===== config.mk =====
export PLATFORM = sky130hd
export DESIGN_NAME = mpe_front
export DESIGN_NICKNAME = d
export VERILOG_FILES = /design/src/design/mpe_pkg.sv /design/src/design/mpe_front.sv
export SDC_FILE = /design/constraint.sdc
export NUM_CORES = 2
export LEC_CHECK = 0
export BUFFER_PORTS_ARGS = -buffer_cell sky130_fd_sc_hd__buf_2
export CORE_MARGIN = 4
export CORE_UTILIZATION = 55
export DETAILED_ROUTE_END_ITERATION = 8
export PLACE_DENSITY = 0.73
export SLEW_MARGIN = 25
export SYNTH_ARGS = -nofsm -noshare
export SYNTH_HDL_FRONTEND = slang
export SYNTH_SLANG_ARGS = --single-unit

===== constraint.sdc =====
create_clock -name i_clk -period 9 [get_ports i_clk]
set_clock_uncertainty 0.15 [all_clocks]
set_input_delay 1.35 -clock i_clk [delete_from_list [all_inputs] [get_ports i_clk]]
set_output_delay 1.35 -clock i_clk [all_outputs]
set_load 0.005 [all_outputs]

===== src/design/mpe_pkg.sv =====
// Shared types, constants and helpers for the Mandelbrot pixel engine.
// No dependencies; every other design file imports this package.
`timescale 1ns / 1ps
`default_nettype none

package mpe_pkg;

    // Field and datapath widths fixed by the pixel and Q4.28 formats.
    localparam int COORD_W   = 10;
    localparam int Q_W       = 32;
    localparam int STEP_W    = 31;
    localparam int OFS_W     = 13;
    localparam int PROD_W    = 45;
    localparam int WIDE_W    = 64;
    localparam int COLOR_W   = 8;
    localparam int CFG_IDX_W = 2;
    localparam int CFG_DAT_W = 32;
    localparam int QUEUE_D   = 2;

    // Configuration register indexes.
    localparam logic [CFG_IDX_W-1:0] CFG_CENTER_REAL = 2'd0;
    localparam logic [CFG_IDX_W-1:0] CFG_CENTER_IMAG = 2'd1;
    localparam logic [CFG_IDX_W-1:0] CFG_PIXEL_STEP  = 2'd2;

    // Reset value of the pixel step (4/800 in Q4.28).
    localparam logic [STEP_W-1:0] STEP_RESET = 31'd1342177;

    // Saturation limits of Q4.28 and the escape radius squared (4.0 in Q8.56).
    localparam logic signed [WIDE_W-1:0] Q_MAX = 64'sd2147483647;
    localparam logic signed [WIDE_W-1:0] Q_MIN = -64'sd2147483648;
    localparam logic [WIDE_W-1:0] ESC_BOUND    = 64'h0400_0000_0000_0000;

    // One mapped complex point, passed from the front end to the iterator.
    typedef struct packed {
        logic signed [Q_W-1:0] cx;
        logic signed [Q_W-1:0] cy;
    } t_point;

    // View settings held in the configuration registers.
    typedef struct packed {
        logic signed [Q_W-1:0] center_real;
        logic signed [Q_W-1:0] center_imag;
        logic [STEP_W-1:0]     pixel_step;
    } t_view;

    // Clamp a wide signed value to the Q4.28 range.
    function automatic logic signed [Q_W-1:0] sat_q(input logic signed [WIDE_W-1:0] v);
        logic signed [Q_W-1:0] r;
        if (v > Q_MAX) begin
            r = Q_MAX[Q_W-1:0];
        end else if (v < Q_MIN) begin
            r = Q_MIN[Q_W-1:0];
        end else begin
            r = v[Q_W-1:0];
        end
        return r;
    endfunction

endpackage

`default_nettype wire


===== src/design/mpe_front.sv =====
// Front end: accepts pixel positions and maps them to complex points.
// Depends on mpe_pkg; feeds mpe_queue.
`timescale 1ns / 1ps
`default_nettype none

module mpe_front #(
    parameter int IMG_WIDTH  = 800,
    parameter int IMG_HEIGHT = 600
) (
    input  wire logic                          i_clk,
    input  wire logic                          i_rst_n,
    input  wire logic                          i_push,
    output logic                               o_full,
    input  wire logic [mpe_pkg::COORD_W-1:0]   i_column,
    input  wire logic [mpe_pkg::COORD_W-1:0]   i_image_row,
    input  wire mpe_pkg::t_view                i_view,
    input  wire logic                          i_q_full,
    output logic                               o_q_wr,
    output mpe_pkg::t_point                    o_point
);
    import mpe_pkg::*;

    localparam int HALF_W = IMG_WIDTH / 2;
    localparam int HALF_H = IMG_HEIGHT / 2;

    logic                     r_valid;
    logic                     n_valid;
    logic signed [PROD_W-1:0] r_prod_re;
    logic signed [PROD_W-1:0] r_prod_im;
    logic signed [OFS_W-1:0]  ofs_col;
    logic signed [OFS_W-1:0]  ofs_row;
    logic signed [PROD_W-1:0] ofs_col_ext;
    logic signed [PROD_W-1:0] ofs_row_ext;
    logic signed [PROD_W-1:0] step_ext;
    logic                     accept;

    // Offsets from the image center and their products with the step.
    assign ofs_col = $signed({{(OFS_W-COORD_W){1'b0}}, i_column}) - $signed(OFS_W'(HALF_W));
    assign ofs_row = $signed({{(OFS_W-COORD_W){1'b0}}, i_image_row})
                   - $signed(OFS_W'(HALF_H));
    assign ofs_col_ext = PROD_W'(ofs_col);
    assign ofs_row_ext = PROD_W'(ofs_row);
    assign step_ext    = $signed({{(PROD_W-STEP_W){1'b0}}, i_view.pixel_step});

    // The product stage holds one request until the queue takes it.
    assign o_full  = r_valid && i_q_full;
    assign accept  = i_push && !o_full;
    assign o_q_wr  = r_valid && !i_q_full;
    assign n_valid = accept || (r_valid && i_q_full);

    always_ff @(posedge i_clk) begin
        if (!i_rst_n) begin
            r_valid <= 1'b0;
        end else begin
            r_valid <= n_valid;
        end
    end

    always_ff @(posedge i_clk) begin
        if (accept) begin
            r_prod_re <= ofs_col_ext * step_ext;
            r_prod_im <= ofs_row_ext * step_ext;
        end
    end

    // Add the view center and clamp to Q4.28.
    always_comb begin
        o_point.cx = sat_q(WIDE_W'(i_view.center_real) + WIDE_W'(r_prod_re));
        o_point.cy = sat_q(WIDE_W'(i_view.center_imag) + WIDE_W'(r_prod_im));
    end

endmodule

`default_nettype wire


# Word-level counts from Yosys, hierarchy flattened
# Cells that the tools add are included.
# word_totals
ff_bits	87
latchBits	0
ram_bits	0
romBits	0
inputBits	119
elab_cells	23
memories	0
# classes
add_sub_neg	4
mul	2
div_mod_pow	0
n_lt_le_gt_ge	4
eq_ne	0
shift	0
mux	4
bitwise	0
reduce_logical	6
# op_table
operator	n
$mux 32	4
$add 32x43->44	2
$gt 44x32->1 const B	2
$lt 44x32->1 const B	2
$mul 11x32->43	2
$sub 10x9->11 const B	2
$logic_and 1x1->1	3
$logic_not 1->1	2
$logic_or 1x1->1	1

# Depth between registers and ports, before layout
# logic_depth
ltp_word	4
mapped_depth	29

# Worst setup path before layout
# Ideal clock, no wire load.
# synth_timing
path_type	input-to-reg
from	in i_image_row[2] (netlist bit)
to	reg r_prod_im[41], data pin
setup_ns	0.264
t_arrival_ns	7.504
required_ns	8.586
slack_ns	1.082
stages	26
path_buffers	1
path_cell_list	ha_1 > o21ai_0 > nand2_1 > a21o_1 > clkbuf_1 > or2_2 > fa_1 > fa_1 > inv_1 > fa_1 > fa_1 > inv_1 > fa_1 > inv_1 > ha_1 > a21o_1 > a21o_1 > a221o_1 > a31oi_1 > a21o_1 > a32o_1 > o31ai_1 > a31oi_1 > a31oi_1 > a221oi_1 > xnor2_1
# synth_between
elab_chain_cells	2
# synth_lines
element	line	text
start, declared	mpe_front.sv:15	input wire logic [mpe_pkg::COORD_W-1:0] i_image_row,
$sub 10x9->11	mpe_front.sv:40	- $signed(OFS_W'(HALF_H));
$mul 11x32->43	mpe_front.sv:62	r_prod_im <= ofs_row_ext * step_ext;
end signal, assigned	mpe_front.sv:62	
end, declared	mpe_front.sv:29	logic signed [PROD_W-1:0] r_prod_im;
# Every way passes these cells.
# A chain may end at the register's enable or synchronous reset.

# Final worst setup path
# Same ends and word-level chain as after synthesis.

==> impl_metrics.env <==
export IMPL_finalMaxSlewViolations=0
export IMPL_final_antenna_net_count=0
export IMPL_yosys_area_share_simple_pct=17.4
export IMPL_drt_iter0_drc=1350
export IMPL_final_hold_viol_count=0
export IMPL_ys_flop_type="edfxtp_1"
export IMPL_synth_edf_count=86
export IMPL_clock_sinks=87
export IMPL_htree_levels=3
export IMPL_area_growth_pct=6.01
export IMPL_cp_end_kind="flop"
export IMPL_placement_rows=85
export IMPL_cts_root_buf="clkbuf_16"
export IMPL_worst_path_max_delay_cell="fa_1"
export IMPL_tns_ns=0
export IMPL_yosysUniqueCellTypes=73
export IMPL_dp_hpwl_mm=56.1
export IMPL_syn_cell_area_um2=30100
export IMPL_coreArea_um2=54000
export IMPL_drtPass1Iterations=6
export IMPL_rsz0062_at_grt="no"
export IMPL_synth_area_leaders="fa_1 35%, ha_1 13%, edfxtp_1 8.6%, inv_1 7.9%, and2_1 5.9%"
export IMPL_required_ns=8.98
export IMPL_period_share_pct=93.4
export IMPL_synth_mux_area_share_pct=0.104
export IMPL_wirelength_mm=69.5
export IMPL_drv_cap=0
export IMPL_setup_violations=0
export IMPL_synth_top_area_cell="fa_1"
export IMPL_fmax_mhz=119
export IMPL_min_delay_start="r_valid"
export IMPL_crit_type="in2reg"
export IMPL_status="finished, final reports clean"
export IMPL_synth_compound_area_share_pct=11.4
export IMPL_synth_xor_area_share_pct=4.71
export IMPL_grt_use_total_pct=24.3
export IMPL_yosys_area_share_adder_pct=47.7
export IMPL_cts_buffers_inserted=9
export IMPL_io_pin_count=185
export IMPL_antenna_found_initial=8
export IMPL_synth_avg_cell_area_um2=8.63
export IMPL_synth_top_cell_area_share_pct=34.8
export IMPL_cp_data_arrival_time_ns=8.39
export IMPL_syn_num_nets=4443
export IMPL_fin_nets=4500
export IMPL_start_kind="input port"
export IMPL_cpMostUsedCell="fa_1"
export IMPL_max_stage_delay_ns=0.49
export IMPL_path_clk_slew_ns=0.07
export IMPL_grt_pass1_wl_mm=118
export IMPL_wl_per_cell_um=16.4
export IMPL_post_cts_buffers=0
export IMPL_r2r_slack_ns=6.80
export IMPL_async_flop_share_pct=0
export IMPL_grt_pass1_vias=24000
export IMPL_dp_cells=4232
export IMPL_synth_warnings=0
export IMPL_overflow=0
export IMPL_slew_headroom_pct=35.6
export IMPL_die_x_um=242
export IMPL_vias=23500
export IMPL_cts_resized=0
export IMPL_grt_max_degree=45
export IMPL_dieArea_um2=58600
export IMPL_min_path_type="reg2reg"
export IMPL_synth_top_family_by_area="adder cells"
export IMPL_ys_seq_area_share_pct=8.64
export IMPL_ctsHoldBuffers=0
export IMPL_crit_fanout=5
export IMPL_rr_startpoint="r_valid"
export IMPL_worstHoldPathCells=2
export IMPL_drive_gt1_share_pct=7.43
export IMPL_rr_worst_depth=4
export IMPL_insertion_delay_ns=0.37
export IMPL_cts_tree="built"
export IMPL_synth_seq_cells=87
export IMPL_io_buffers=184
export IMPL_worst_slew_pin_slew_ns=0.966
export IMPL_finalNonFillerCells=4249
export IMPL_die_height_um=242
export IMPL_min_period_ns=8.41
export IMPL_gp_congestion=0.905
export IMPL_whs_ns=0.513
export IMPL_cts_buffer_depth=2
export IMPL_reg2reg_to="r_prod_re[28]"
export IMPL_viasPerCell=5.52
export IMPL_hold_end="r_valid"
export IMPL_start_util_pct=55.8
export IMPL_synth_cells=3490
export IMPL_drcViolationCount=0
## worst max path at each step
stage	start	endpoint	slack, ns	cells past startpoint
global placement	i_image_row[2]	r_prod_im[41]	0.37	26
CTS	i_image_row[2]	r_prod_im[41]	0.69	27
detailed placement	i_image_row[2]	r_prod_im[41]	0.26	27
finish	i_image_row[2]	r_prod_im[41]	0.59	26
floorplan	i_image_row[2]	r_prod_im[41]	1.08	26
global route	i_image_row[2]	r_prod_im[41]	0.19	27
## Yosys cell counts (4+ instances only)
master / number
a211oi_1: 18
a21boi_0: 4
a21o_1: 81
a21oi_1: 150
a311o_1: 4
a31oi_1: 24
and2_1: 283
and3_1: 13
and4_1: 5
clkbuf_1: 160
edfxtp_1: 86
fa_1: 524
ha_1: 310
inv_1: 631
nand2_1: 375
nand2b_1: 78
nand3_1: 41
nand4_1: 27
nor2_1: 142
nor2b_1: 39
nor3_1: 29
nor4_1: 6
o211ai_1: 12
o21a_1: 18
o21ai_0: 113
o21ai_1: 42
o21bai_1: 22
o31ai_1: 9
or2_2: 10
xnor2_1: 100
xor2_1: 62
## logic make-up after synthesis
logic type | after synthesis
AOI/OAI and AO/OA | 549
xor gates and xnor gates | 162
adders and majority gates | 834
buffers and inverters | 801
DFF | 87
muxes | 3
and+or+nand+nor | 1054
## registers in the layout, summed over array words and instances (netlist names)
name	cells
r_prod_im	43
r_valid	1
r_prod_re	43
## final cells by class
| class | instances | area (um^2) |
|---|---|---|
| Antenna cell | 1 | 2.50 |
| Clock buffer | 12 | 246 |
| Clock inverter | 4 | 55.1 |
| Fill cell | 4828 | 22100 |
| Inverter | 631 | 2370 |
| Multi-Input combinational cell | 2602 | 24600 |
| Sequential cell | 87 | 2600 |
| Tap cell | 696 | 871 |
| Timing Repair Buffer | 216 | 1190 |
## worst max-delay path: cells and delay by family
family	cells	cell delay, ns
xor gates and xnor gates	1	0.10
and+or+nand+nor	2	0.46
buffers and inverters	4	0.30
adders and majority gates	7	2.95
AOI/OAI and AO/OA	12	3.20
## through the flow
stage,utilization [%],area (um^2),setup WS [ns]
floorplan,-,30100,1.08
global placement,58.5,31600,0.372
detailed placement,58.5,31600,0.261
CTS,59.1,31900,0.690
global route,59.1,31900,0.187
finish,59.1,31900,0.590
## metal layers
layer	routed length, um	global-route usage, %	vias to the layer above	part of all wire [%]
met5	83	0	-	0.12
met4	1380	5.29	12	2.0
met3	3180	3.09	92	4.6
met2	34500	41.9	547	50
met1	30400	33.1	11700	44
li1	-	-	11100	-
## placed cells by master (no fill, tap or decap), drive strengths merged, types with 4 or more instances in the layout
| cell | n |
|---|---|
| inv | 631 |
| fa | 524 |
| nand2 | 375 |
| ha | 310 |
| and2 | 283 |
| buf | 216 |
| o21ai | 155 |
| a21oi | 151 |
| nor2 | 142 |
| xnor2 | 100 |
| edfxtp | 86 |
| a21o | 81 |
| nand2b | 78 |
| xor2 | 62 |
| nand3 | 41 |
| nor2b | 39 |
| nor3 | 29 |
| nand4 | 27 |
| a31oi | 24 |
| o21bai | 22 |
| a211oi | 19 |
| o21a | 18 |
| and3 | 13 |
| o211ai | 13 |
| clkbuf | 12 |
| or2 | 10 |
| o31ai | 9 |
| nor4 | 6 |
| and4 | 5 |
| a311o | 4 |
| a21boi | 4 |
| o311ai | 4 |
Power is not shown: default switching activity piles up to over one toggle a cycle in this logic, so the estimate is an artifact.
