## config.mk

```make
export PLATFORM = sky130hd
export DESIGN_NAME = mpe_queue
export DESIGN_NICKNAME = d
export VERILOG_FILES = /design/src/design/mpe_pkg.sv /design/src/design/mpe_queue.sv
export SDC_FILE = /design/constraint.sdc
export NUM_CORES = 1
export LEC_CHECK = 0
export BUFFER_PORTS_ARGS = -buffer_cell sky130_fd_sc_hd__buf_2
export CAP_MARGIN = 0
export CORE_MARGIN = 8
export CORE_UTILIZATION = 35
export CTS_CLUSTER_DIAMETER = 30
export DETAILED_ROUTE_END_ITERATION = 7
export SLEW_MARGIN = 30
export SYNTH_ARGS = -nofsm -noshare
export SYNTH_HDL_FRONTEND = slang
export SYNTH_SLANG_ARGS = --single-unit
```

## constraint.sdc

```tcl
create_clock -name i_clk -period 3.7 [get_ports i_clk]
set_input_delay 0.185 -clock i_clk [delete_from_list [all_inputs] [get_ports i_clk]]
set_output_delay 0.185 -clock i_clk [all_outputs]
set_load 0.03 [all_outputs]
```

## src/design/mpe_pkg.sv

```systemverilog
// Shared types, constants and helpers for the Mandelbrot pixel engine.
// No dependencies; every other design file imports this package.
`timescale 1ns / 1ps
`default_nettype none

package mpe_pkg;

    // Field and datapath widths fixed by the pixel and Q4.28 formats.
    localparam int COORD_W   = 10;
    localparam int Q_W       = 32;
    localparam int STEP_W    = 31;
    localparam int OFS_W     = 13;
    localparam int PROD_W    = 45;
    localparam int WIDE_W    = 64;
    localparam int COLOR_W   = 8;
    localparam int CFG_IDX_W = 2;
    localparam int CFG_DAT_W = 32;
    localparam int QUEUE_D   = 2;

    // Configuration register indexes.
    localparam logic [CFG_IDX_W-1:0] CFG_CENTER_REAL = 2'd0;
    localparam logic [CFG_IDX_W-1:0] CFG_CENTER_IMAG = 2'd1;
    localparam logic [CFG_IDX_W-1:0] CFG_PIXEL_STEP  = 2'd2;

    // Reset value of the pixel step (4/800 in Q4.28).
    localparam logic [STEP_W-1:0] STEP_RESET = 31'd1342177;

    // Saturation limits of Q4.28 and the escape radius squared (4.0 in Q8.56).
    localparam logic signed [WIDE_W-1:0] Q_MAX = 64'sd2147483647;
    localparam logic signed [WIDE_W-1:0] Q_MIN = -64'sd2147483648;
    localparam logic [WIDE_W-1:0] ESC_BOUND    = 64'h0400_0000_0000_0000;

    // One mapped complex point, passed from the front end to the iterator.
    typedef struct packed {
        logic signed [Q_W-1:0] cx;
        logic signed [Q_W-1:0] cy;
    } t_point;

    // View settings held in the configuration registers.
    typedef struct packed {
        logic signed [Q_W-1:0] center_real;
        logic signed [Q_W-1:0] center_imag;
        logic [STEP_W-1:0]     pixel_step;
    } t_view;

    // Clamp a wide signed value to the Q4.28 range.
    function automatic logic signed [Q_W-1:0] sat_q(input logic signed [WIDE_W-1:0] v);
        logic signed [Q_W-1:0] r;
        if (v > Q_MAX) begin
            r = Q_MAX[Q_W-1:0];
        end else if (v < Q_MIN) begin
            r = Q_MIN[Q_W-1:0];
        end else begin
            r = v[Q_W-1:0];
        end
        return r;
    endfunction

endpackage

`default_nettype wire

```

## src/design/mpe_queue.sv

```systemverilog
// Short queue of mapped points between the front end and the iterator.
// Depends on mpe_pkg.
`timescale 1ns / 1ps
`default_nettype none

module mpe_queue (
    input  wire logic            i_clk,
    input  wire logic            i_rst_n,
    input  wire logic            i_wr,
    input  wire mpe_pkg::t_point i_wr_data,
    output logic                 o_full,
    input  wire logic            i_rd,
    output mpe_pkg::t_point      o_rd_data,
    output logic                 o_empty
);
    import mpe_pkg::*;

    localparam int PTR_W = $clog2(QUEUE_D);
    localparam int CNT_W = $clog2(QUEUE_D + 1);

    t_point             r_mem [QUEUE_D];
    logic [PTR_W-1:0]   r_wr_ptr;
    logic [PTR_W-1:0]   r_rd_ptr;
    logic [CNT_W-1:0]   r_count;
    logic               do_wr;
    logic               do_rd;

    assign o_full    = (r_count == CNT_W'(QUEUE_D));
    assign o_empty   = (r_count == '0);
    assign do_wr     = i_wr && !o_full;
    assign do_rd     = i_rd && !o_empty;
    assign o_rd_data = r_mem[r_rd_ptr];

    // Pointer and fill-count bookkeeping.
    always_ff @(posedge i_clk) begin
        if (!i_rst_n) begin
            r_wr_ptr <= '0;
            r_rd_ptr <= '0;
            r_count  <= '0;
        end else begin
            if (do_wr) begin
                r_wr_ptr <= (r_wr_ptr == PTR_W'(QUEUE_D - 1)) ? '0 : r_wr_ptr + 1'b1;
            end
            if (do_rd) begin
                r_rd_ptr <= (r_rd_ptr == PTR_W'(QUEUE_D - 1)) ? '0 : r_rd_ptr + 1'b1;
            end
            if (do_wr && !do_rd) begin
                r_count <= r_count + 1'b1;
            end else if (do_rd && !do_wr) begin
                r_count <= r_count - 1'b1;
            end
        end
    end

    // Storage write.
    always_ff @(posedge i_clk) begin
        if (do_wr) begin
            r_mem[r_wr_ptr] <= i_wr_data;
        end
    end

endmodule

`default_nettype wire

```

; ---- Word-level counts from Yosys, hierarchy flattened
; Memories as Yosys holds them, arrays and structs flattened. A register that Yosys moved wholly into a read port is not among the register bits.
; Cells that the tools add are included.
[classes]
add_sub_neg = 4
eq_ne = 1
mux = 8
n_reduce_logical = 10
[op_table]
columns = operator, n
row1 = two-way mux 1 bit, 6
row2 = logical AND 1 bit, 4
row3 = logical NOT 1 bit, 4
row4 = two-way mux 2 bit, 2
row5 = "adder 1 bit, second input constant", 2
row6 = "adder 2 x 1 -> 2 bit, second input constant", 1
row7 = "== test 2 bit, second input constant", 1
row8 = logical NOT 2 bit, 1
row9 = nonzero test 2 bit, 1
row10 = "subtractor 2 x 1 -> 2 bit, second input constant", 1
[totals]
reg_bits = 4
ramBits = 128
input_bits = 68
word_cells = 27
memories = 1
[memory_table]
columns = memory, words, width, rd, rd_ports_with_merged_regs, wr, line
row1 = r_mem, 2, 64, 1, 1, 1, mpe_queue.sv:21  ; t_point r_mem [QUEUE_D];

; ---- Depth between registers and ports, before layout
; Gate-level depths: netlist (run 1).
[logic_depth]
word_depth = 7
ltp_mapped = 7
mapped_depth_nobuf = 7

; ---- Worst setup path before layout (run 1)
; Ideal clock, no wire load.
[synth_path]
path_type = reg-to-reg
from = reg r_count[0]
to = mem r_mem[0][0] (netlist bit), enable pin
arrival_ps = 3150
t_required_ps = 3224
setup_slack_ps = 74
stages_incl_launch_ff = 4
path_buffers = 0
period_less_slack_ps = 3626
cell_sequence = dfxtp_1 -> nand2b_1 -> inv_2 -> nor3_2
[synth_via]
elab_chain_cells = 5
[synth_lines]
columns = item, line
row1 = start: declaration, mpe_queue.sv:24  ; logic [CNT_W-1:0] r_count;
row2 = start signal: assignment, mpe_queue.sv:48  ; r_count <= r_count + 1'b1;
row3 = start signal: assignment, mpe_queue.sv:50  ; r_count <= r_count - 1'b1;
row4 = == test 2 bit, mpe_queue.sv:28  ; assign o_full = (r_count == CNT_W'(QUEUE_D));
row5 = net o_full, mpe_queue.sv:11  ; output logic o_full,
row6 = logical NOT 1 bit, mpe_queue.sv:30  ; assign do_wr = i_wr && !o_full;
row7 = logical AND 1 bit, mpe_queue.sv:30
row8 = two-way mux 1 bit, mpe_queue.sv:57  ; if (do_wr) begin
row9 = two-way mux 1 bit (implied by the code), mpe_queue.sv:58  ; r_mem[r_wr_ptr] <= i_wr_data;
row10 = end: declaration, mpe_queue.sv:21
; The timed path passes the listed nets, and every way through them passes these cells.

==> reports/metrics.csv, run 1 <==
stage;metric;value;unit
power;swShare;31.8;%
die;rows;43;
routing;ant_nets;0;
hold_path;hold_class;in2reg;
worst_setup_path;crit_path_max_fanout;64;
die;start_util;35.5;%
die;die_h;134;µm
die;num_io_pins;134;
power;seqPwrFrac;42.1;%
final_layout;diodes;0;
power;p_int;3.32;mW
global_routing;grt_max_degree;65;
power;p_switching;1.55;mW
synth;synth_top_family_by_area;multiplexers;
power;p_leak;2.58;nW
routing;route.vias.total;2720;
worst_setup_path;crit_required;3.51;ns
synth;seq_area_frac_synth;81.0;%
worst_setup_path;path_delay_family;flip-flops;
synth;synth_compound_area_share;0.668;%
power;power_frac_clock;30.4;%
timing;final_hold_viol_count;0;
routing;drcViolationCount;0;
global_routing;grt_first_pass_wirelength;15500;µm
final_layout;syn_to_final_growth;41.4;%
synth;netlist_area;0.00487;mm²
routing;drt_pass1_iterations;4;
timing;rsz0062_at_grt;false;
run_status;status;completed;
clocking;cts_buffers;17;
final_layout;nets;504;
final_layout;n_fill_cell;1144;
die;die_area;0.0179;mm²
synth;synth-simple-area-share;1.13;%
routing;drtIter0Drc;151;
clocking;clk_path_buf_depth;2;
placement;port-buffer-count;133;
worst_setup_path;endpoint_kind;output port;
timing;period_minus_slack;2.17;ns
timing;whs;0.0390;ns
worst_setup_path;worst-path-buf-inv;1;
clocking;cts_root_buffer;clkbuf_16;
worst_setup_path;path_class;reg2out;
timing;skew;0.00598;ns
power;ir_drop;0.480;mV
flow_run;drv_cap;0;
power;p_total;4.87;mW
global_routing;grt_pass1_vias;3068;
timing;finalSetupViolations;0;
die;die_w;134;µm
global_routing;track_usage;11.2;%
clocking;h-tree-depth;4;
global_routing;antenna_found_initial;0;
worst_setup_path;critical_path.max_stage_delay;0.93;ns
placement;gp_congestion;0.647;
timing;slew_viol_final;0;
timing;relSlewSlack;39.5;%
power;power_density;707;mW/mm²
synth;yosysWarnings;0;
worst_setup_path;cp_cell_sequence;mux2_2 > buf_2;
timing;tns;0;ns
synth;avgSynthCellArea;21.7;µm²
clocking;clk_latency;0.41;ns
worst_setup_path;cp-start-kind;flop;
timing;fin_crit_sh;58.7;%
placement;dp_hpwl;6000;µm
timing;max_freq;0.460;GHz
timing;tightestPinTransition;0.908;ns
clocking;cts_tree;built;
synth;syn_inst;224;
worst_setup_path;critical_path_arrival;1.99;ns
synth;yosysUniqueCellTypes;21;
power;p_comb_share;27.5;%
routing;wl;9770;µm
clocking;cts_setup_buffers;0;
worst_setup_path;critPathSlowestCell;dfxtp_4;
synth;synth-xor-area-share;0.539;%
routing;viasPerCell;4.33;
synth;synthesis.nets;293;
synth;synth_fa_ha_area_share;0.257;%
synth;synth-seq-cells;133;
clocking;cts.reportedPaths.clkPinSlew;0.06;ns
routing;wl_per_cell;15.6;µm
final_layout;drive_gt1_share;51.1;%
global_routing;overflow;0;
synth;synthMuxAreaShare;14.8;%
clocking;cts_sinks;133;
die;core-area;0.0137;mm²
## stage by stage
step,utilization (%),instance area [µm²],std cells,setup slack (ns)
after detailed placement,41.7,5720,532,1.84
after global routing,50.2,6890,628,1.41
after floorplan,-,4870,224,0.0743
after global placement,41.7,5720,532,1.88
after CTS,50.2,6890,628,1.45
final,50.2,6890,628,1.53
## timing repair
| item | in CTS | in global routing |
|---|---|---|
| hold buffers | 64 | 0 |
| gates resized for setup | 0 | 0 |
| hold endpoints to repair | 128 | 0 |
## power groups by stage
stage / clock, mW / sequential (mW) / combinational [mW]
floorplan: 0 / 1.97 / 1.06
global placement: 0 / 2.08 / 1.30
detailed placement: 0 / 2.09 / 1.31
CTS: 1.53 / 2.06 / 1.36
global route: 1.58 / 2.08 / 1.42
finish: 1.48 / 2.05 / 1.34
## kinds of logic after synthesis
family | after synthesis
flip-flops | 133
multiplexers | 64
buffers and inverters | 9
AND/OR/NAND/NOR | 9
AO/OA/AOI/OAI | 5
XOR/XNOR | 3
adder cells (fa/ha/maj) | 1
## synth_stat cells, drive strengths merged
master / n / area (µm²)
mux2: 64 / 721
inv: 2 / 7.50
a21boi: 2 / 15.0
or3: 1 / 6.26
buf: 7 / 72.6
nor2: 2 / 7.51
o21ai: 2 / 10.0
dfxtp: 5 / 100
ha: 1 / 12.5
o21a: 1 / 7.51
and2: 3 / 18.8
xor2: 1 / 8.76
nand2b: 1 / 6.26
and3: 1 / 6.26
nor3: 1 / 10.0
edfxtp: 128 / 3840
xnor2: 2 / 17.5
## registers in the layout, indices dropped and copies added, names as in the netlist, named ones only
register	flops
r_rd_ptr	1
r_count	2
r_wr_ptr	1
r_mem	128
## metal layers
| metal | GRT usage [%] | up-vias | wire length [µm] |
|---|---|---|---|
| met3 | 4.82 | 12 | 657 |
| met1 | 12.3 | 1311 | 4090 |
| met4 | 5.80 | 0 | 169 |
| met5 | 0 | - | 0 |
| met2 | 18.2 | 90 | 4850 |
| li1 | - | 1307 | - |
## cells in the final DEF (no fill, tap or decap)
master / count
buf_2: 133
edfxtp_1: 128
mux2_2: 64
dlygate4sd3_1: 64
clkbuf_16: 17
clkinv_2: 5
dfxtp_1: 4
and2_1: 3
clkinvlp_4: 3
clkinv_1: 3
clkbuf_1: 3
nor2_1: 2
xnor2_1: 2
buf_4: 2
inv_1: 1
nand2b_1: 1
inv_2: 1
o21ai_1: 1
and3_4: 1
nor3_4: 1
a21boi_0: 1
o21a_1: 1
xor2_1: 1
o21ai_0: 1
or3_1: 1
a21boi_1: 1
ha_1: 1
dfxtp_4: 1
bufinv_16: 1
## path summary, 6_finish.rpt
| kind | slack [ns] | endpoint | startpoint | cells past startpoint |
|---|---|---|---|---|
| max | 1.53 | o_rd_data[23] | flop | 2 |
| min | 0.04 | r_wr_ptr$_SDFFE_PN0P_ | i_rst_n | 2 |
| max reg2reg | 1.86 | r_mem[1][56]$_DFFE_PP_ | r_count[0]$_SDFFE_PN0P_ | 2 |
| min reg2reg | 0.54 | r_count[1]$_SDFFE_PN0P_ | r_count[1]$_SDFFE_PN0P_ | 2 |
## final cells by class
class / count / area, µm² / area share (%)
flip-flops and latches: 133 / 3950 / 57.3
inverters: 2 / 7.51 / 0.109
clock buffers: 20 / 437 / 6.34
repair buffers: 199 / 1320 / 19.2
multi-input cells: 82 / 858 / 12.5
well taps: 180 / 225 / 3.27
clock inverters: 12 / 88.8 / 1.29
## worst register-to-register path, cell delays in order (launching register included)
cell and delay, ns:
dfxtp_1 0.42, nand2b_1 0.20, and3_4 0.81
No activity file was read; power rests on OpenSTA's default activity.
==> run 2: changes to the inputs <==
==> constraint.sdc (replaced) <==
create_clock -name i_clk -period 2.1 [get_ports i_clk]
set_input_delay 0.105 -clock i_clk [delete_from_list [all_inputs] [get_ports i_clk]]
set_output_delay 0.105 -clock i_clk [all_outputs]
set_load 0.03 [all_outputs]
==> reports/metrics.csv, run 2 (synthesized netlist as in run 1, its figures left out) <==
stage;metric;value;unit
final_layout;final_cell_mix;buf_2 (133), edfxtp_1 (128), dlygate4sd3_1 (65), mux2_2 (64), clkbuf_16 (17);
routing;wl_per_cell;15.4;µm
clocking;h-tree-depth;4;
worst_setup_path;path_class;reg2out;
clocking;clk_latency;0.41;ns
die;core-area;0.0137;mm²
timing;fin_ws;0.396;ns
routing;drt_pass1_iterations;4;
global_routing;grt_first_pass_wirelength;15300;µm
power;seqPwrFrac;40.2;%
timing;fin_crit_sh;81.2;%
global_routing;track_usage;11.2;%
power;p_leak;2.62;nW
final_layout;nets;510;
placement;placed_cells;537;
clocking;cts.reportedPaths.clkPinSlew;0.05;ns
worst_setup_path;crit_path_max_fanout;46;
placement;place_area;0.00579;mm²
global_routing;overflow;0;
timing;period_minus_slack;1.70;ns
die;num_io_pins;134;
worst_setup_path;critPathSlowestCell;mux2_2;
final_layout;largestRegisters;r_mem (128), r_count (2);
worst_setup_path;cp_cell_sequence;buf_12 > mux2_2 > buf_2;
clocking;cts_sinks;133;
clocking;clk_path_buf_depth;2;
final_layout;final_common_cell;buf_2;
die;rows;43;
clocking;cts_root_buffer;clkbuf_16;
power;p_total;8.56;mW
global_routing;grt_pass1_vias;3096;
routing;route.vias.total;2737;
final_layout;largest_register_ffs;128;
clocking;cts_buffers;17;
final_layout;n_fill_cell;1174;
timing;tns;0;ns
global_routing;antenna_found_initial;0;
timing;whs;0.0791;ns
placement;pre_cts_slack;0.576;ns
worst_setup_path;critical_path.max_stage_delay;0.38;ns
final_layout;diodes;0;
clocking;cts_setup_buffers;0;
timing;tightestPinTransition;0.327;ns
routing;drtIter0Drc;100;
routing;wl;9710;µm
placement;gp_congestion;0.631;
final_layout;stdcell_area;0.00694;mm²
timing;slew_viol_final;0;
power;swShare;31.4;%
final_layout;top_register;r_mem;
routing;ant_nets;0;
power;p_int;5.87;mW
power;ir_drop;0.611;mV
power;power_frac_clock;29.3;%
run_status;status;completed;
die;die_h;134;µm
final_layout;syn_to_final_growth;42.4;%
final_layout;drive_gt1_share;51.6;%
placement;dp_hpwl;6130;µm
global_routing;grt_max_degree;47;
worst_setup_path;worst-path-buf-inv;2;
die;die_w;134;µm
worst_setup_path;path_delay_family;buffers and inverters;
power;power_density;1230;mW/mm²
timing;rsz0062_at_grt;false;
clocking;cts_tree;built;
worst_setup_path;cp-start-kind;flop;
timing;finalSetupViolations;0;
routing;drcViolationCount;0;
flow_run;drv_cap;0;
hold_path;hold_class;in2reg;
worst_setup_path;crit_required;2.00;ns
die;die_area;0.0179;mm²
power;p_switching;2.68;mW
die;start_util;35.5;%
timing;max_freq;0.587;GHz
worst_setup_path;critical_path_arrival;1.60;ns
timing;skew;0.00618;ns
final_layout;finish.utilization;50.6;%
final_layout;stdcell_count;630;
placement;port-buffer-count;133;
timing;relSlewSlack;78.2;%
routing;viasPerCell;4.34;
timing;final_hold_viol_count;0;
worst_setup_path;endpoint_kind;output port;
power;p_comb_share;30.5;%
-- run 2: final timing paths --
path,startpoint,cells past startpoint,end,slack [ns]
min reg2reg,r_count[1]$_SDFFE_PN0P_,2,r_count[1]$_SDFFE_PN0P_,0.57
max reg2reg,r_count[1]$_SDFFE_PN0P_,6,r_count[1]$_SDFFE_PN0P_,0.58
min,i_wr,3,r_wr_ptr$_SDFFE_PN0P_,0.08
max,flop,3,o_rd_data[15],0.40
-- run 2: cell type report --
type | instances | area, µm² | share of cell area (%)
timing repair buffer | 205 | 1390 | 20.1
clock buffer | 18 | 429 | 6.19
inverter | 2 | 12.5 | 0.180
tap | 180 | 225 | 3.25
sequential | 133 | 3950 | 56.9
clock inverter | 10 | 68.8 | 0.992
multi-input combinational | 82 | 862 | 12.4
-- run 2: layer usage --
layer | GRT usage, % | part of all wire, % | up-vias
met2 | 18.8 | 52 | 90
met3 | 6.32 | 8.8 | 8
met5 | 0 | 0 | -
li1 | - | - | 1315
met4 | 4.37 | 1.1 | 0
met1 | 11.4 | 38 | 1324
-- run 2: what timing repair did --
action	CTS	global route
resized for setup	0	0
hold buffers	65	0
setup endpoints to repair	0	0
endpoints found under the hold margin	133	0
-- run 2: power groups by stage --
stage / Sequential, mW / Clock, mW / Combinational (mW)
after floorplan: 3.47 / 0 / 1.90
after global placement: 3.48 / 0 / 2.57
after detailed placement: 3.49 / 0 / 2.57
after CTS: 3.44 / 2.59 / 2.68
after global routing: 3.47 / 2.69 / 2.80
final: 3.44 / 2.51 / 2.61
-- run 2: worst register-to-register path, cell delays in order (launching register included) --
cell and delay, ns:
dfxtp_1 0.42, nand2b_4 0.10, inv_6 0.07, nor2_1 0.05
ha_1 0.33, or3_1 0.35, a21boi_1 0.14
==> run 3: changes to the inputs <==
==> constraint.sdc (replaced) <==
create_clock -name i_clk -period 1.8 [get_ports i_clk]
set_input_delay 0.09 -clock i_clk [delete_from_list [all_inputs] [get_ports i_clk]]
set_output_delay 0.09 -clock i_clk [all_outputs]
set_load 0.03 [all_outputs]
==> reports/metrics.csv, run 3 (synthesized netlist as in run 1, its figures left out) <==
stage;metric;value;unit
run_status;status;completed;
die;rows;43;
die;num_io_pins;134;
flow_run;drv_cap;0;
worst_setup_path;rr_endpoint;r_count[1]$_SDFFE_PN0P_;
worst_setup_path;cp_cell_sequence;buf_12 > mux2_2 > buf_2;
final_layout;drive_gt1_share;52.7;%
final_layout;syn_to_final_growth;43.6;%
timing;skew;0.00669;ns
worst_setup_path;timing.rr.start;r_count[1]$_SDFFE_PN0P_;
timing;tightestPinTransition;0.273;ns
hold_path;hold_class;in2reg;
routing;ant_nets;0;
die;start_util;35.5;%
global_routing;grt_first_pass_wirelength;15500;µm
routing;drt_pass1_iterations;4;
placement;place_area;0.00581;mm²
global_routing;grt_max_degree;47;
power;p_leak;2.63;nW
clocking;cts_root_buffer;clkbuf_16;
timing;slew_viol_final;0;
clocking;cts_setup_buffers;0;
timing;fin_crit_sh;92.2;%
routing;viasPerCell;4.37;
timing;relSlewSlack;81.8;%
final_layout;top_register;r_mem;
power;power_density;1460;mW/mm²
global_routing;grt_pass1_vias;3052;
worst_setup_path;endpoint_kind;output port;
worst_setup_path;critical_path_arrival;1.57;ns
clocking;cts_buffers;17;
clocking;clk_path_buf_depth;2;
final_layout;largestRegisters;r_mem (128), r_count (2);
placement;dp_hpwl;6240;µm
placement;gp_congestion;0.630;
worst_setup_path;reg2reg_setup_slack;0.27;ns
power;ir_drop;0.746;mV
clocking;cts.reportedPaths.clkPinSlew;0.05;ns
timing;max_freq;0.603;GHz
final_layout;nets;509;
final_layout;stdcell_area;0.00700;mm²
global_routing;track_usage;11.4;%
timing;fin_ws;0.141;ns
timing;period_minus_slack;1.66;ns
clocking;h-tree-depth;4;
worst_setup_path;cp-start-kind;flop;
die;die_w;134;µm
routing;drcViolationCount;0;
hold_path;hold-path-endpoint;r_wr_ptr$_SDFFE_PN0P_;
worst_setup_path;reg2reg_depth;6;
timing;final_hold_viol_count;0;
timing;rsz0062_at_grt;false;
worst_setup_path;crit_path_max_fanout;31;
worst_setup_path;critical_path.max_stage_delay;0.38;ns
timing;tns;0;ns
die;die_area;0.0179;mm²
routing;drtIter0Drc;120;
clocking;cts_sinks;133;
timing;finalSetupViolations;0;
placement;pre_cts_slack;0.281;ns
global_routing;overflow;0;
worst_setup_path;path_class;reg2out;
clocking;cts_tree;built;
placement;port-buffer-count;133;
worst_setup_path;critPathSlowestCell;mux2_2;
die;core-area;0.0137;mm²
final_layout;final_common_cell;buf_2;
final_layout;diodes;0;
die;die_h;134;µm
routing;wl;9940;µm
final_layout;finish.utilization;51.0;%
routing;wl_per_cell;15.7;µm
worst_setup_path;crit_required;1.71;ns
clocking;clk_latency;0.41;ns
final_layout;final_cell_mix;buf_2 (133), edfxtp_1 (128), dlygate4sd3_1 (65), mux2_2 (64), clkbuf_16 (17);
final_layout;largest_register_ffs;128;
hold_path;min_path_cells;3;
routing;route.vias.total;2760;
global_routing;antenna_found_initial;0;
hold_path;hold_path.startpoint;i_wr;
run 3: what timing repair did:
item,CTS,global route
hold buffers,65,0
endpoints found under the hold margin,133,0
resized for setup,0,0
run 3: worst max path at each step:
stage,from,end
finish,flop,o_rd_data[28]
CTS,flop,o_rd_data[25]
global route,flop,o_rd_data[18]
floorplan,r_count[0]$_SDFFE_PN0P_,r_mem[0][0]$_DFFE_PP_
detailed placement,r_count[1]$_SDFFE_PN0P_,r_count[1]$_SDFFE_PN0P_
global placement,r_count[1]$_SDFFE_PN0P_,r_count[1]$_SDFFE_PN0P_
run 3: through the flow:
| stage | hold slack (ns) | cells | total power, mW |
|---|---|---|---|
| 6_report | 0.0856 | 632 | 10.2 |
| 5_1_grt | 0.0926 | 632 | 10.7 |
| 4_1_cts | 0.0581 | 632 | 10.4 |
| 3_5_place_dp | 0.281 | 536 | 7.12 |
| 3_3_place_gp | 0.278 | 536 | 7.09 |
| 2_1_floorplan | 0.189 | 224 | 6.26 |
run 3: per-layer routing:
metal	global-route usage (%)	up-vias	wire [µm]
met5	0	-	0
met4	5.80	0	166
met3	5.20	16	733
met2	19.0	83	5070
met1	12.0	1340	3970
li1	-	1321	-
run 3: power by group:
part	total (mW)	switching, mW	internal (mW)
Clock	3.10	1.23	1.87
Sequential	4.01	0.118	3.89
Combinational	3.10	1.93	1.16
run 3: cell type report:
type	instances	area, µm²
multi-input combinational	82	862
clock buffer	17	425
inverter	2	12.5
fill	1171	6720
clock inverter	14	114
sequential	133	3950
timing repair buffer	204	1410
tap	180	225
run 3: worst max-delay path: cells and delay by family (launching register included):
family	cells	cell delay [ns]
buf+inv	2	0.39
flops	1	0.37
mux	1	0.38
